`config.mk`:
```
export PLATFORM = sky130hd
export DESIGN_NAME = reefer_frame_parser_with_miss_count_unit
export DESIGN_NICKNAME = d
export VERILOG_FILES = /design/src/sv/rfp_pkg.sv /design/src/sv/rfp_parser.sv /design/src/sv/rfp_status.sv /design/src/sv/reefer_frame_parser_with_miss_count_unit.sv
export VERILOG_INCLUDE_DIRS = /design/src /design/src/sv
export SDC_FILE = /design/constraint.sdc
export NUM_CORES = 1
export LEC_CHECK = 0
export BUFFER_PORTS_ARGS = -buffer_cell sky130_fd_sc_hd__buf_2
export CORE_MARGIN = 1.5
export CORE_UTILIZATION = 40
export DETAILED_ROUTE_END_ITERATION = 16
export PLACE_DENSITY = 0.57
export REMOVE_ABC_BUFFERS = 1
export SLEW_MARGIN = 20
export SYNTH_ARGS = -nofsm -noshare
export SYNTH_HDL_FRONTEND = slang
export SYNTH_HIERARCHICAL = 1
export SYNTH_SLANG_ARGS = --single-unit
export TNS_END_PERCENT = 100
```
`constraint.sdc`:
```
create_clock -name clk -period 4.3 [get_ports clk]
set_input_delay 0.645 -clock clk [delete_from_list [all_inputs] [get_ports clk]]
set_output_delay 0.645 -clock clk [all_outputs]
set_load 0.03 [all_outputs]
```
`src/sv/reefer_frame_parser_with_miss_count_unit_assert.svh`:
```
// Assertion macros shared by the frame parser RTL.
`ifndef REEFER_FRAME_PARSER_WITH_MISS_COUNT_UNIT_ASSERT_SVH
`define REEFER_FRAME_PARSER_WITH_MISS_COUNT_UNIT_ASSERT_SVH

// The consequent must hold in the same cycle as the antecedent.
`define RFP_ASSERT_NOW(label, clk, rst_n, ante, cons) \
  label: assert property (@(posedge clk) disable iff (!rst_n) (ante) |-> (cons)) \
    else $error("rfp assertion failed");

// The consequent must hold in the cycle after the antecedent.
`define RFP_ASSERT_NEXT(label, clk, rst_n, ante, cons) \
  label: assert property (@(posedge clk) disable iff (!rst_n) (ante) |=> (cons)) \
    else $error("rfp assertion failed");

`endif

```
`src/sv/rfp_pkg.sv`:
```
// Shared types and constants for the reefer frame parser.
`default_nettype none
package rfp_pkg;

  localparam int unsigned FRAME_LENGTH = 8;
  localparam int unsigned DATA_LEN     = FRAME_LENGTH - 3;
  localparam int unsigned IDX_W        = $clog2(DATA_LEN);
  localparam int unsigned PHASE_W      = $clog2(FRAME_LENGTH);

  // Parse phases: hunt, second sync, data bytes, checksum.
  localparam logic [PHASE_W-1:0] PH_HUNT  = PHASE_W'(0);
  localparam logic [PHASE_W-1:0] PH_SYNC2 = PHASE_W'(1);
  localparam logic [PHASE_W-1:0] PH_DATA0 = PHASE_W'(2);
  localparam logic [PHASE_W-1:0] PH_CHECK = PHASE_W'(FRAME_LENGTH - 1);

  localparam logic REQ_BYTE   = 1'b0;
  localparam logic REQ_WAKE   = 1'b1;
  localparam logic KIND_FRAME = 1'b0;
  localparam logic KIND_WAKE  = 1'b1;

  localparam logic [1:0] CFG_SYNC_FIRST  = 2'd0;
  localparam logic [1:0] CFG_SYNC_SECOND = 2'd1;
  localparam logic [1:0] CFG_MISS_LIMIT  = 2'd2;

  localparam logic [7:0] SYNC_FIRST_RST  = 8'hAA;
  localparam logic [7:0] SYNC_SECOND_RST = 8'h55;
  localparam logic [7:0] MISS_LIMIT_RST  = 8'd3;
  localparam logic [7:0] MISS_MAX        = 8'd255;

  typedef struct packed {
    logic        good;
    logic [15:0] setp;
    logic [15:0] act;
    logic [7:0]  status;
  } frame_t;

  typedef struct packed {
    logic [7:0]  missed_wakes;
    logic        commissioned;
    logic        readings_valid;
    logic [7:0]  status_byte;
    logic [15:0] actual_temp_tenths;
    logic [15:0] set_temp_tenths;
  } result_t;

endpackage
`default_nettype wire

```
`src/sv/rfp_parser.sv`:
```
// Sync hunt, payload capture and checksum check for incoming bytes.
`default_nettype none
module rfp_parser (
  input  wire logic          clk,
  input  wire logic          rst_n,
  input  wire logic          byte_en,
  input  wire logic [7:0]    rx_byte,
  input  wire logic [7:0]    sync_first,
  input  wire logic [7:0]    sync_second,
  output rfp_pkg::frame_t    frame
);

  logic [rfp_pkg::PHASE_W-1:0] phase_r, phase_nxt;
  logic [7:0]                  xor_r, xor_nxt;
  logic [7:0]                  store_r [rfp_pkg::DATA_LEN];
  logic [rfp_pkg::IDX_W-1:0]   idx;
  logic                        wr_en;
  logic                        good;

  assign idx = rfp_pkg::IDX_W'(phase_r - rfp_pkg::PH_DATA0);

  always_comb begin
    phase_nxt = phase_r;
    xor_nxt   = xor_r;
    wr_en     = 1'b0;
    good      = 1'b0;
    if (byte_en) begin
      case (phase_r)
        rfp_pkg::PH_HUNT: begin
          if (rx_byte == sync_first) phase_nxt = rfp_pkg::PH_SYNC2;
        end
        rfp_pkg::PH_SYNC2: begin
          // A wrong second byte may itself open a new frame.
          if (rx_byte == sync_second) begin
            phase_nxt = rfp_pkg::PH_DATA0;
            xor_nxt   = 8'd0;
          end else if (rx_byte != sync_first) begin
            phase_nxt = rfp_pkg::PH_HUNT;
          end
        end
        rfp_pkg::PH_CHECK: begin
          phase_nxt = rfp_pkg::PH_HUNT;
          good      = (rx_byte == xor_r);
        end
        default: begin
          wr_en     = 1'b1;
          xor_nxt   = xor_r ^ rx_byte;
          phase_nxt = phase_r + rfp_pkg::PHASE_W'(1);
        end
      endcase
    end
  end

  always_ff @(posedge clk) begin
    if (!rst_n) begin
      phase_r <= rfp_pkg::PH_HUNT;
      xor_r   <= 8'd0;
    end else begin
      phase_r <= phase_nxt;
      xor_r   <= xor_nxt;
    end
  end

  always_ff @(posedge clk) begin
    if (wr_en) store_r[idx] <= rx_byte;
  end

  assign frame.good   = good;
  assign frame.setp   = {store_r[0], store_r[1]};
  assign frame.act    = {store_r[2], store_r[3]};
  assign frame.status = store_r[4];

endmodule
`default_nettype wire

```
`src/sv/rfp_status.sv`:
```
// Held readings, validity flags and missed wake counter; builds the result.
`default_nettype none
module rfp_status (
  input  wire logic          clk,
  input  wire logic          rst_n,
  input  wire logic          wake_en,
  input  wire rfp_pkg::frame_t frame,
  input  wire logic [7:0]    miss_limit,
  output rfp_pkg::result_t   res,
  output logic               res_vld
);

  logic [15:0] setp_r, setp_nxt;
  logic [15:0] act_r, act_nxt;
  logic [7:0]  stat_r, stat_nxt;
  logic        valid_r, valid_nxt;
  logic        seen_r, seen_nxt;
  logic        armed_r, armed_nxt;
  logic [7:0]  miss_r, miss_nxt;
  logic [7:0]  miss_inc;

  assign miss_inc = (miss_r == rfp_pkg::MISS_MAX) ? miss_r : miss_r + 8'd1;

  always_comb begin
    setp_nxt  = setp_r;
    act_nxt   = act_r;
    stat_nxt  = stat_r;
    valid_nxt = valid_r;
    seen_nxt  = seen_r;
    armed_nxt = armed_r;
    miss_nxt  = miss_r;
    if (wake_en) begin
      // A frame since the last wake clears the count instead of adding a miss.
      if (seen_r) begin
        miss_nxt = 8'd0;
        seen_nxt = 1'b0;
      end else begin
        miss_nxt = miss_inc;
        if (miss_inc >= miss_limit) valid_nxt = 1'b0;
      end
    end else if (frame.good) begin
      setp_nxt  = frame.setp;
      act_nxt   = frame.act;
      stat_nxt  = frame.status;
      valid_nxt = 1'b1;
      seen_nxt  = 1'b1;
      armed_nxt = 1'b1;
    end
  end

  always_ff @(posedge clk) begin
    if (!rst_n) begin
      setp_r  <= 16'd0;
      act_r   <= 16'd0;
      stat_r  <= 8'd0;
      valid_r <= 1'b0;
      seen_r  <= 1'b0;
      armed_r <= 1'b0;
      miss_r  <= 8'd0;
    end else begin
      setp_r  <= setp_nxt;
      act_r   <= act_nxt;
      stat_r  <= stat_nxt;
      valid_r <= valid_nxt;
      seen_r  <= seen_nxt;
      armed_r <= armed_nxt;
      miss_r  <= miss_nxt;
    end
  end

  assign res_vld                = wake_en || frame.good;
  assign res.set_temp_tenths    = valid_nxt ? setp_nxt : 16'd0;
  assign res.actual_temp_tenths = valid_nxt ? act_nxt : 16'd0;
  assign res.status_byte        = valid_nxt ? stat_nxt : 8'd0;
  assign res.readings_valid     = valid_nxt;
  assign res.commissioned       = armed_nxt;
  assign res.missed_wakes       = miss_nxt;

endmodule
`default_nettype wire

```
`src/sv/reefer_frame_parser_with_miss_count_unit.sv`:
```
// An accepted request waits in the input register; its result, if any, is registered for out_*.
// Throughput: one request per cycle; a stalled result holds in the output register
// while one more request waits in the input register.
// Reset (rst_n low, synchronous): hunting for sync, flags and miss count cleared,
// sync bytes 0xAA and 0x55, miss limit 3. Payload bytes are not reset.
// Top level of the reefer frame parser with missed wake accounting.
`default_nettype none
`include "reefer_frame_parser_with_miss_count_unit_assert.svh"
module reefer_frame_parser_with_miss_count_unit (
  input  wire logic        clk,
  input  wire logic        rst_n,
  input  wire logic        cfg_we,
  input  wire logic [1:0]  cfg_index,
  input  wire logic [7:0]  cfg_wdata,
  input  wire logic        in_tvalid,
  output logic             in_tready,
  input  wire logic [7:0]  in_tdata,   // [7:0] rx_byte
  input  wire logic        in_tuser,   // [0] req_type
  output logic             out_tvalid,
  input  wire logic        out_tready,
  output logic [55:0]      out_tdata,  // [15:0] set_temp_tenths, [31:16] actual_temp_tenths,
                                       // [39:32] status_byte, [40] readings_valid,
                                       // [41] commissioned, [49:42] missed_wakes, rest 0
  output logic             out_tuser   // [0] report_kind
);

  logic [7:0]       sync_first_r, sync_second_r, miss_limit_r;
  logic             in_vld_r, in_type_r;
  logic [7:0]       in_byte_r;
  logic             adv, step;
  logic             out_vld_r, out_kind_r;
  rfp_pkg::result_t out_res_r;
  rfp_pkg::frame_t  frame;
  rfp_pkg::result_t res;
  logic             res_vld;

  always_ff @(posedge clk) begin
    if (!rst_n) begin
      sync_first_r  <= rfp_pkg::SYNC_FIRST_RST;
      sync_second_r <= rfp_pkg::SYNC_SECOND_RST;
      miss_limit_r  <= rfp_pkg::MISS_LIMIT_RST;
    end else if (cfg_we) begin
      case (cfg_index)
        rfp_pkg::CFG_SYNC_FIRST:  sync_first_r  <= cfg_wdata;
        rfp_pkg::CFG_SYNC_SECOND: sync_second_r <= cfg_wdata;
        rfp_pkg::CFG_MISS_LIMIT:  miss_limit_r  <= cfg_wdata;
        default: ;
      endcase
    end
  end

  // The held request is processed whenever the result register can take its outcome.
  assign adv       = !out_vld_r || out_tready;
  assign step      = in_vld_r && adv;
  assign in_tready = !in_vld_r || adv;

  always_ff @(posedge clk) begin
    if (!rst_n) begin
      in_vld_r <= 1'b0;
    end else if (in_tready) begin
      in_vld_r <= in_tvalid;
    end
  end

  always_ff @(posedge clk) begin
    if (in_tready && in_tvalid) begin
      in_type_r <= in_tuser;
      in_byte_r <= in_tdata;
    end
  end

  rfp_parser u_parser (
    .clk         (clk),
    .rst_n       (rst_n),
    .byte_en     (step && (in_type_r == rfp_pkg::REQ_BYTE)),
    .rx_byte     (in_byte_r),
    .sync_first  (sync_first_r),
    .sync_second (sync_second_r),
    .frame       (frame)
  );

  rfp_status u_status (
    .clk        (clk),
    .rst_n      (rst_n),
    .wake_en    (step && (in_type_r == rfp_pkg::REQ_WAKE)),
    .frame      (frame),
    .miss_limit (miss_limit_r),
    .res        (res),
    .res_vld    (res_vld)
  );

  always_ff @(posedge clk) begin
    if (!rst_n) begin
      out_vld_r <= 1'b0;
    end else if (adv) begin
      out_vld_r <= step && res_vld;
    end
  end

  always_ff @(posedge clk) begin
    if (step && res_vld) begin
      out_res_r  <= res;
      out_kind_r <= (in_type_r == rfp_pkg::REQ_WAKE) ? rfp_pkg::KIND_WAKE
                                                     : rfp_pkg::KIND_FRAME;
    end
  end

  assign out_tvalid = out_vld_r;
  assign out_tuser  = out_kind_r;
  assign out_tdata  = {6'd0, out_res_r};

  `RFP_ASSERT_NOW(a_frame_sets_flags, clk, rst_n,
    out_vld_r && (out_kind_r == rfp_pkg::KIND_FRAME),
    out_res_r.readings_valid && out_res_r.commissioned)
  `RFP_ASSERT_NOW(a_invalid_zeroes, clk, rst_n,
    out_vld_r && !out_res_r.readings_valid,
    (out_res_r.set_temp_tenths == 16'd0) && (out_res_r.actual_temp_tenths == 16'd0)
      && (out_res_r.status_byte == 8'd0))
  `RFP_ASSERT_NEXT(a_accept_held, clk, rst_n, in_tvalid && in_tready, in_vld_r)
  `RFP_ASSERT_NOW(a_valid_needs_armed, clk, rst_n,
    out_vld_r && out_res_r.readings_valid, out_res_r.commissioned)

endmodule
`default_nettype wire

```
== Word level (Yosys, flattened, before mapping) ==
Memory sizes are Yosys's and may differ from the RTL's.
Cells that the tools add are included.
Operators by class
  shifts and indexed selects: 0
  divide/modulo/power cells: 0
  reductions and logical operators: 20
  muxes and demuxes: 28
  add/subtract/negate cells: 3
  bitwise logic cells: 4
  multipliers: 0
  equality and inequality tests: 12
  $lt $le $gt $ge: 1
Operator list (count)
  16-bit two-way mux: 4
  8-bit two-way mux: 6
  8-bit equality test: 3
  8-bit one-hot mux with 2 select lines: 1
  1-bit two-way mux: 13
  3-bit two-way mux: 3
  3-bit one-hot mux with 3 select lines: 1
  8-bit by 1-bit adder with 8-bit output (second input constant): 1
  8-bit equality test (second input constant): 1
  8-bit greater-or-equal comparator: 1
  8-bit != test: 1
  8-bit bitwise XOR: 1
  2-bit AND reduction: 3
  3-bit AND reduction: 2
  1-bit logical AND: 5
  2-bit by 1-bit != test with 1-bit output (second input constant): 2
  2-bit OR reduction: 2
  3-bit by 1-bit adder with 3-bit output (second input constant): 1
  3-bit by 1-bit equality test with 1-bit output (second input constant): 1
  3-bit equality test (second input constant): 1
  3-bit logical NOT: 1
  1-bit logical OR: 3
  3-bit by 1-bit != test with 1-bit output (second input constant): 1
  1-bit inverter: 3
  6 further kinds: 7
Word-level totals
  memories: 1
  output and inout port bits: 59
  register bits: 148
  bits in writable memories: 40
  bits in latches: 0
  ROM bits: 0
Memories
  u_parser.store_r: words 5, bits a word 8, read ports 5, clocked after memory_dff 0, write ports 1, line rfp_parser.sv:15  | logic [7:0] store_r [rfp_pkg::DATA_LEN];

== Depth between registers and ports, before layout ==
Gate-level depths: netlist of run 1.
  depth after elaboration: 7
  mapped depth: 12
  depth with buffers taken out: 10

== Cells and area by module ==
The synthesis of run 1 kept the hierarchy.
Modules (own cells, without submodules)
  reefer_frame_parser_with_miss_count_unit: area an instance 2954.1 um^2, cells an instance 181, instances 1
  rfp_status: area an instance 2742.6 um^2, cells an instance 391, instances 1
  rfp_parser: area an instance 2135.8 um^2, cells an instance 145, instances 1

== Least setup slack after synthesis of run 1 ==
OpenSTA, ideal clock, no wires.
  path kind: input to register
  start: in out_tready
  end: reg out_res_r (netlist bit out_tdata[0]) (enable)
  buffers on the path: 1
  library setup time: 0.460 ns
  arrival: 3.868 ns
  required time: 3.840 ns
  slack: -0.028 ns
  stages on the path: 8
  path through: nor2b_1 -> nor3b_1 -> nand3_1 -> nor3_1 -> buf_4 -> or2_2 -> nand2_1 -> nor2_1
On the way
  word-level cells in the longest chain between the ends: 6
  elaborated cells between the ends (all ways): 7
  those cells by class: mux (1); reduce/logical (6)
RTL lines
  start, declared: line reefer_frame_parser_with_miss_count_unit.sv:20  | input wire logic out_tready,
  1-bit logical OR: line reefer_frame_parser_with_miss_count_unit.sv:53  | assign adv = !out_vld_r || out_tready;
  1-bit logical AND: line reefer_frame_parser_with_miss_count_unit.sv:54  | assign step = in_vld_r && adv;
  1-bit logical AND: line reefer_frame_parser_with_miss_count_unit.sv:75  | .byte_en (step && (in_type_r == rfp_pkg::REQ_BYTE)),
  1-bit two-way mux: line rfp_parser.sv:27  | if (byte_en) begin
  named net u_parser.good: line rfp_parser.sv:18  | logic good;
  1-bit logical OR: line rfp_status.sv:71  | assign res_vld = wake_en || frame.good;
  named net res_vld: line reefer_frame_parser_with_miss_count_unit.sv:35  | logic res_vld;
  1-bit logical AND: line reefer_frame_parser_with_miss_count_unit.sv:101  | if (step && res_vld) begin
  end signal, assigned: line reefer_frame_parser_with_miss_count_unit.sv:102  | out_res_r <= res;
  end, declared: line reefer_frame_parser_with_miss_count_unit.sv:32  | rfp_pkg::result_t out_res_r;
The timed path passes the listed nets, and every way through them passes these cells.
A chain may end at the register's enable or synchronous reset.

== Worst setup path in the final report of run 1 ==
  start: reg u_status.miss_r[0]
  end: reg out_res_r (netlist bit out_tdata[26]) (data pin)
On the way
  word-level cells in the longest chain between the ends: 6
  elaborated cells between the ends (all ways): 7
  those cells by class: add/sub (1); order compare (1); eq/ne (1); mux (4)
RTL lines
  start, declared: line rfp_status.sv:19  | logic [7:0] miss_r, miss_nxt;
  start signal, assigned: line rfp_status.sv:67  | miss_r <= miss_nxt;
  8-bit by 1-bit adder with 8-bit output / 8-bit equality test (equally long branches): line rfp_status.sv:22  | assign miss_inc = (miss_r == rfp_pkg::MISS_MAX) ? miss_r : miss_r + 8'd1;
  8-bit two-way mux *: line rfp_status.sv:22
  8-bit greater-or-equal comparator *: line rfp_status.sv:39  | if (miss_inc >= miss_limit) valid_nxt = 1'b0;
  1-bit two-way mux *: line rfp_status.sv:39
  1-bit two-way mux *: line rfp_status.sv:34  | if (seen_r) begin
  1-bit two-way mux *: line rfp_status.sv:32  | if (wake_en) begin
Mark *: on every way between the ends. The rest lies on a longest branch, timed or not.

==> impl_metrics.json, run 1 <==
{
  "layout.area.seq_sq_um": 4760,
  "maxSlewViolCount": 0,
  "crit_chain": "ha_1 > nand3_1 > o21ai_4 > nor2_1 > xor2_1 > ha_1 > nand4_1 > nor3_1 > o2bb2ai_2 > buf_4 > a21oi_1",
  "power_frac_seq": 0.524,
  "drv_cap": 0,
  "fill_cells": 1725,
  "grt.busiest_layer": "met2",
  "tns_ns": 0,
  "combPwrFrac": 0.038,
  "post-cts-setup-buffers": 0,
  "yosys.area.top_type": "edfxtp_1",
  "fmax_mhz": 320,
  "vdd_ir_drop_max_v": 0.000260,
  "final_cells": 1051,
  "synth_area_per_cell_sq_um": 10.9,
  "fin_nets": 815,
  "drive_gt1_frac": 0.178,
  "p_sw_frac": 0.216,
  "critical-path-top-delay-family": "simple AND/OR/NAND/NOR gates",
  "netlist_instances": 717,
  "crit_path_start_kind": "flop",
  "ys_seq_area_frac": 0.608,
  "antenna_found_initial": 0,
  "gp_congestion": 0.818,
  "synth-compound-area-share": 0.116,
  "final-hold-violation-count": 0,
  "muxShareOfSynthArea": 0.0257,
  "rows": 50,
  "cts_made_buffers": 17,
  "dp.cells": 1019,
  "worst-r2r-cell-count": 11,
  "wire_per_inst_um": 15.8,
  "cp.depth": 11,
  "async_reset_ff_frac": 0,
  "met3_usage": 0.0349,
  "arrival_ns": 3.26,
  "p_leak_uw": 0.00309,
  "slew_headroom": 0.312,
  "worstHoldPathType": "input pin to flop",
  "rsz0062_at_grt": "false",
  "setup_viol": 0,
  "start_util": 0.413,
  "holdBufCountCts": 0,
  "cpMostUsedCell": "ha_1",
  "yosys.area_share.simple": 0.153,
  "insertedDiodeCount": 0,
  "vias": 5313,
  "core_area_sq_um": 19000,
  "synth-main-ff-cell": "edfxtp_1",
  "fin_crit_sh": 0.728,
  "hpwl_um": 10900,
  "drtAntennaViolNets": 0,
  "hold_path_depth": 1,
  "min_period_ns": 3.13,
  "powerDensity_nw_per_um2": 409,
  "yosysMostFrequentCell": "nand2_1",
  "synth_xor_area_frac": 0.0313,
  "skew_ns": 0.0124,
  "grt_usage": 0.170,
  "clkTransAtPathRegs_ns": 0.07,
  "drcViolationCount": 0,
  "grt_pass1_vias": 5191,
  "root_buffer": "clkbuf_16",
  "dieArea_sq_um": 20400,
  "grt_max_degree": 46,
  "p_switching_uw": 796,
  "synth_area_sq_um": 7830,
  "cpMaxStageDelayCell": "buf_4",
  "crit_type": "flop to flop",
  "crit_required_ns": 4.43,
  "final.setup.worst_slack_ns": 1.17,
  "clkPwrFrac": 0.437,
  "whs_ns": 0.404,
  "synth_top_area_frac": 0.383,
  "multi_input_area_sq_um": 2760,
  "synth_fa_ha_area_frac": 0.0208,
  "internal_power_uw": 2900,
  "ys_top_cells_by_count": "nand2_1, edfxtp_1, a21oi_1",
  "areaGrowthSynthToFinish_pct": 15.3,
  "synth_area_leaders": "edfxtp_1, dfxtp_1, nand2_1",
  "grt_pass1_wl_um": 26700,
  "cts_resized": 0,
  "portBuffers": 76,
  "drt-initial-drc-count": 384,
  "dieHeight_um": 143,
  "dr.pass1.iters": 8,
  "cp-end-kind": "flop",
  "die_x_um": 143,
  "vias_per_cell": 5.06,
  "htree_levels": 4,
  "synth_edf_count": 100,
  "synth_top_family_by_area": "simple AND/OR/NAND/NOR gates",
  "ys_ff_latch": 188,
  "clock_path_buffers": 2,
  "yosysUniqueCellTypes": 60,
  "wirelength_um": 16600,
  "io_pins": 83,
  "utilization": 0.476,
  "cts_tree": "done",
  "cp_num_buf_inv": 1,
  "met2_usage": 0.285,
  "grt_overflow": 0,
  "insertion_delay_ns": 0.42,
  "use_met1": 0.220,
  "yosys_warnings": 6,
  "dp_slack_ns": 0.899,
  "outcome": "finished, final reports clean",
  "clkSinkCount": 188,
  "worst_slew_pin_slew_ns": 1.03,
  "cp_slowest_stage_delay_ns": 0.41,
  "critPathMaxFanout": 42
}
## cell families (layout without fill, tap and decap cells)
logic type | Yosys count | after routing
and+or+nand+nor | 249 | 249
adders and majority gates | 13 | 13
DFF | 188 | 188
xor gates and xnor gates | 28 | 28
muxes | 20 | 20
AOI/OAI and AO/OA | 147 | 147
other | 1 | 6
buffers and inverters | 71 | 140
## registers in the layout, indices dropped and copies added, names as in the netlist, 3 cells and up
| register | flops |
|---|---|
| u_status/miss_r | 8 |
| u_status/act_r | 16 |
| out_tdata | 50 |
| u_parser/phase_r | 3 |
| u_status/stat_r | 8 |
| u_parser/store_r | 40 |
| u_parser/xor_r | 8 |
| u_status/setp_r | 16 |
| in_byte_r | 8 |
| sync_first_r | 8 |
| miss_limit_r | 8 |
| sync_second_r | 8 |
## metal layers
metal / wire length [um] / vias to the layer above
met3: 700 / 11
met5: 0 / -
met2: 7920 / 149
li1: - / 2634
met1: 7830 / 2519
met4: 153 / 0
## cell type report
type | instances | area share
clock buffers | 23 | 0.0589
inverters | 21 | 0.00873
flip-flops and latches | 188 | 0.528
multi-input cells | 463 | 0.306
clock inverters | 9 | 0.0103
well taps | 260 | 0.0360
repair buffers | 87 | 0.0527
## power groups by stage
stage | combinational, uW | sequential [uW] | clock [uW]
floorplan | 73.3 | 1980 | 0
global placement | 141 | 1980 | 0
detailed placement | 143 | 1980 | 0
CTS | 144 | 1940 | 1650
global route | 156 | 1940 | 1720
finish | 142 | 1940 | 1620
## cell usage in the layout (no fill, tap or decap), drive strengths merged, types with 3 or more instances in the layout
cell / count
a21boi: 3
a21oi: 89
a31oi: 3
a41o: 3
and2: 7
and3: 10
and4: 3
buf: 87
clkbuf: 23
clkinv: 3
conb: 6
dfxtp: 88
edfxtp: 100
ha: 13
inv: 24
mux2i: 19
nand2: 153
nand2b: 7
nand3: 8
nand3b: 3
nand4: 7
nand4b: 3
nand4bb: 3
nor2: 15
nor2b: 9
nor3: 9
nor3b: 5
o211ai: 9
o21ai: 16
o221a: 8
o31ai: 3
xnor2: 26
## metrics by stage
stage                     instance area (sq um)  power, uW
after floorplan                            7580       2050
after global placement                     8400       2120
after detailed placement                   8400       2120
after CTS                                  9020       3730
after global routing                       9030       3810
final                                      9030       3690
## final timing paths
kind                                   endpoint                           from  slack (ns)
setup / recovery        out_tdata[26]$_DFFE_PP_  u_status/miss_r[0]$_SDFF_PN0_        1.17
hold / removal           in_byte_r[5]$_DFFE_PP_                    in_tdata[5]        0.40
setup reg to reg        out_tdata[26]$_DFFE_PP_  u_status/miss_r[0]$_SDFF_PN0_        1.17
hold reg to reg   u_status/stat_r[4]$_SDFF_PN0_  u_status/stat_r[4]$_SDFF_PN0_        0.45
Note: power is estimated with default switching activity, not from simulation.
==> run 2: changes to the inputs <==
- clock period: 4.3 -> 2.6 ns (I/O delays scaled with it)
==> impl_metrics.json, run 2 (same netlist as run 1, synthesis figures left out) <==
{
  "outcome": "finished, final reports clean",
  "worstHoldPathType": "input pin to flop",
  "worstHoldStart": "in_tdata[4]",
  "clkSinkCount": 188,
  "min_period_ns": 2.48,
  "drcViolationCount": 0,
  "fin_crit_sh": 0.955,
  "htree_levels": 4,
  "critPathMaxFanout": 7,
  "worst_slew_pin_slew_ns": 0.939,
  "grt_overflow": 0,
  "crit_type": "flop to flop",
  "fmax_mhz": 403,
  "dr.pass1.iters": 5,
  "vdd_ir_drop_max_v": 0.000484,
  "drv_cap": 0,
  "final-hold-violation-count": 0,
  "startpoint": "u_status/miss_r[5]$_SDFF_PN0_",
  "hpwl_um": 11400,
  "holdPathEnd": "in_byte_r[4]$_DFFE_PP_",
  "cts_tree": "done",
  "dieArea_sq_um": 20400,
  "r2r_start": "u_status/miss_r[5]$_SDFF_PN0_",
  "insertedDiodeCount": 0,
  "clock_path_buffers": 2,
  "antenna_found_initial": 0,
  "vias": 5657,
  "vias_per_cell": 5.22,
  "drtAntennaViolNets": 0,
  "grt_usage": 0.183,
  "insertion_delay_ns": 0.43,
  "cp-end-kind": "flop",
  "wire_per_inst_um": 16.9,
  "slew_headroom": 0.374,
  "start_util": 0.413,
  "crit_required_ns": 2.77,
  "reg2reg_slack_ns": 0.12,
  "wirelength_um": 18300,
  "die_x_um": 143,
  "grt_pass1_vias": 5550,
  "cts_made_buffers": 17,
  "hold_path_depth": 1,
  "io_pins": 83,
  "clkTransAtPathRegs_ns": 0.07,
  "timing.rr.end": "out_tdata[11]$_DFFE_PP_",
  "crit_path_start_kind": "flop",
  "areaGrowthSynthToFinish_pct": 20.1,
  "arrival_ns": 2.66,
  "gp_congestion": 0.872,
  "dieHeight_um": 143,
  "worst-r2r-cell-count": 9,
  "p_leak_uw": 0.00325,
  "largest_register_ffs": 50,
  "skew_ns": 0.0114,
  "maxSlewViolCount": 0,
  "root_buffer": "clkbuf_16",
  "rows": 50,
  "core_area_sq_um": 19000,
  "portBuffers": 76,
  "final_common_cell": "nand2_1",
  "grt_pass1_wl_um": 28500,
  "setup_viol": 0,
  "whs_ns": 0.154,
  "utilization": 0.496,
  "powerDensity_nw_per_um2": 649,
  "drt-initial-drc-count": 342,
  "final_cell_mix": "nand2_1, edfxtp_1, a21oi_1",
  "drive_gt1_frac": 0.231,
  "fin_nets": 848,
  "grt_max_degree": 57
}
run 2: worst max-delay path, stage by stage, from the launching register on:
cell and delay [ns]:
dfxtp_2 0.42, nand3_1 0.15, nor2_1 0.14, mux2_2 0.36
ha_4 0.28, a41o_1 0.17, a21oi_2 0.05, o2bb2ai_4 0.36
clkbuf_16 0.25, a21oi_1 0.04
run 2: area by class of cell:
| cell class | instances | area (sq um) |
|---|---|---|
| clock buffers | 18 | 439 |
| clock inverters | 14 | 165 |
| fillers | 1717 | 9550 |
| inverters | 21 | 78.8 |
| multi-input cells | 463 | 2820 |
| flip-flops and latches | 188 | 4780 |
| well taps | 260 | 325 |
| repair buffers | 120 | 795 |
run 2: where the power goes:
group / internal, uW / leakage (uW) / switching [uW]
sequential: 3150 / 0.00154 / 26.0
clock: 1460 / 0.000279 / 1160
combinational: 107 / 0.00143 / 193
run 2: how the worst max path moves through the flow:
stage | cells past startpoint | endpoint
floorplan | 7 | out_tdata[0]$_DFFE_PP_
global placement | 11 | out_tdata[24]$_DFFE_PP_
detailed placement | 11 | out_tdata[2]$_DFFE_PP_
CTS | 10 | out_tdata[2]$_DFFE_PP_
global route | 11 | out_tdata[34]$_DFFE_PP_
finish | 9 | out_tdata[11]$_DFFE_PP_
run 2: per-layer routing:
layer / wire [um] / track usage
met5: 0 / 0
met4: 181 / 0.0575
met3: 859 / 0.0359
met2: 8800 / 0.298
met1: 8460 / 0.244
run 2: what timing repair did:
action	4_1_cts	5_1_grt
hold endpoints to repair	0	0
hold buffers	0	0
endpoints found under the setup margin	1	42
gates cloned	1	4
pin swaps	0	4
resized for setup	5	20
setup buffers	0	1
run 2: through the flow:
stage	area (sq um)	setup TNS [ns]	std cells	setup WS (ns)	power (uW)
5_1_grt	9410	-0.0143	1084	-0.00785	6300
6_report	9410	0	1084	0.116	6100
3_3_place_gp	8630	0	1046	0.0658	3520
4_1_cts	9280	0	1079	0.00988	6140
3_5_place_dp	8630	0	1046	0.0188	3520
2_1_floorplan	7580	-159.05	672	-1.69	3400
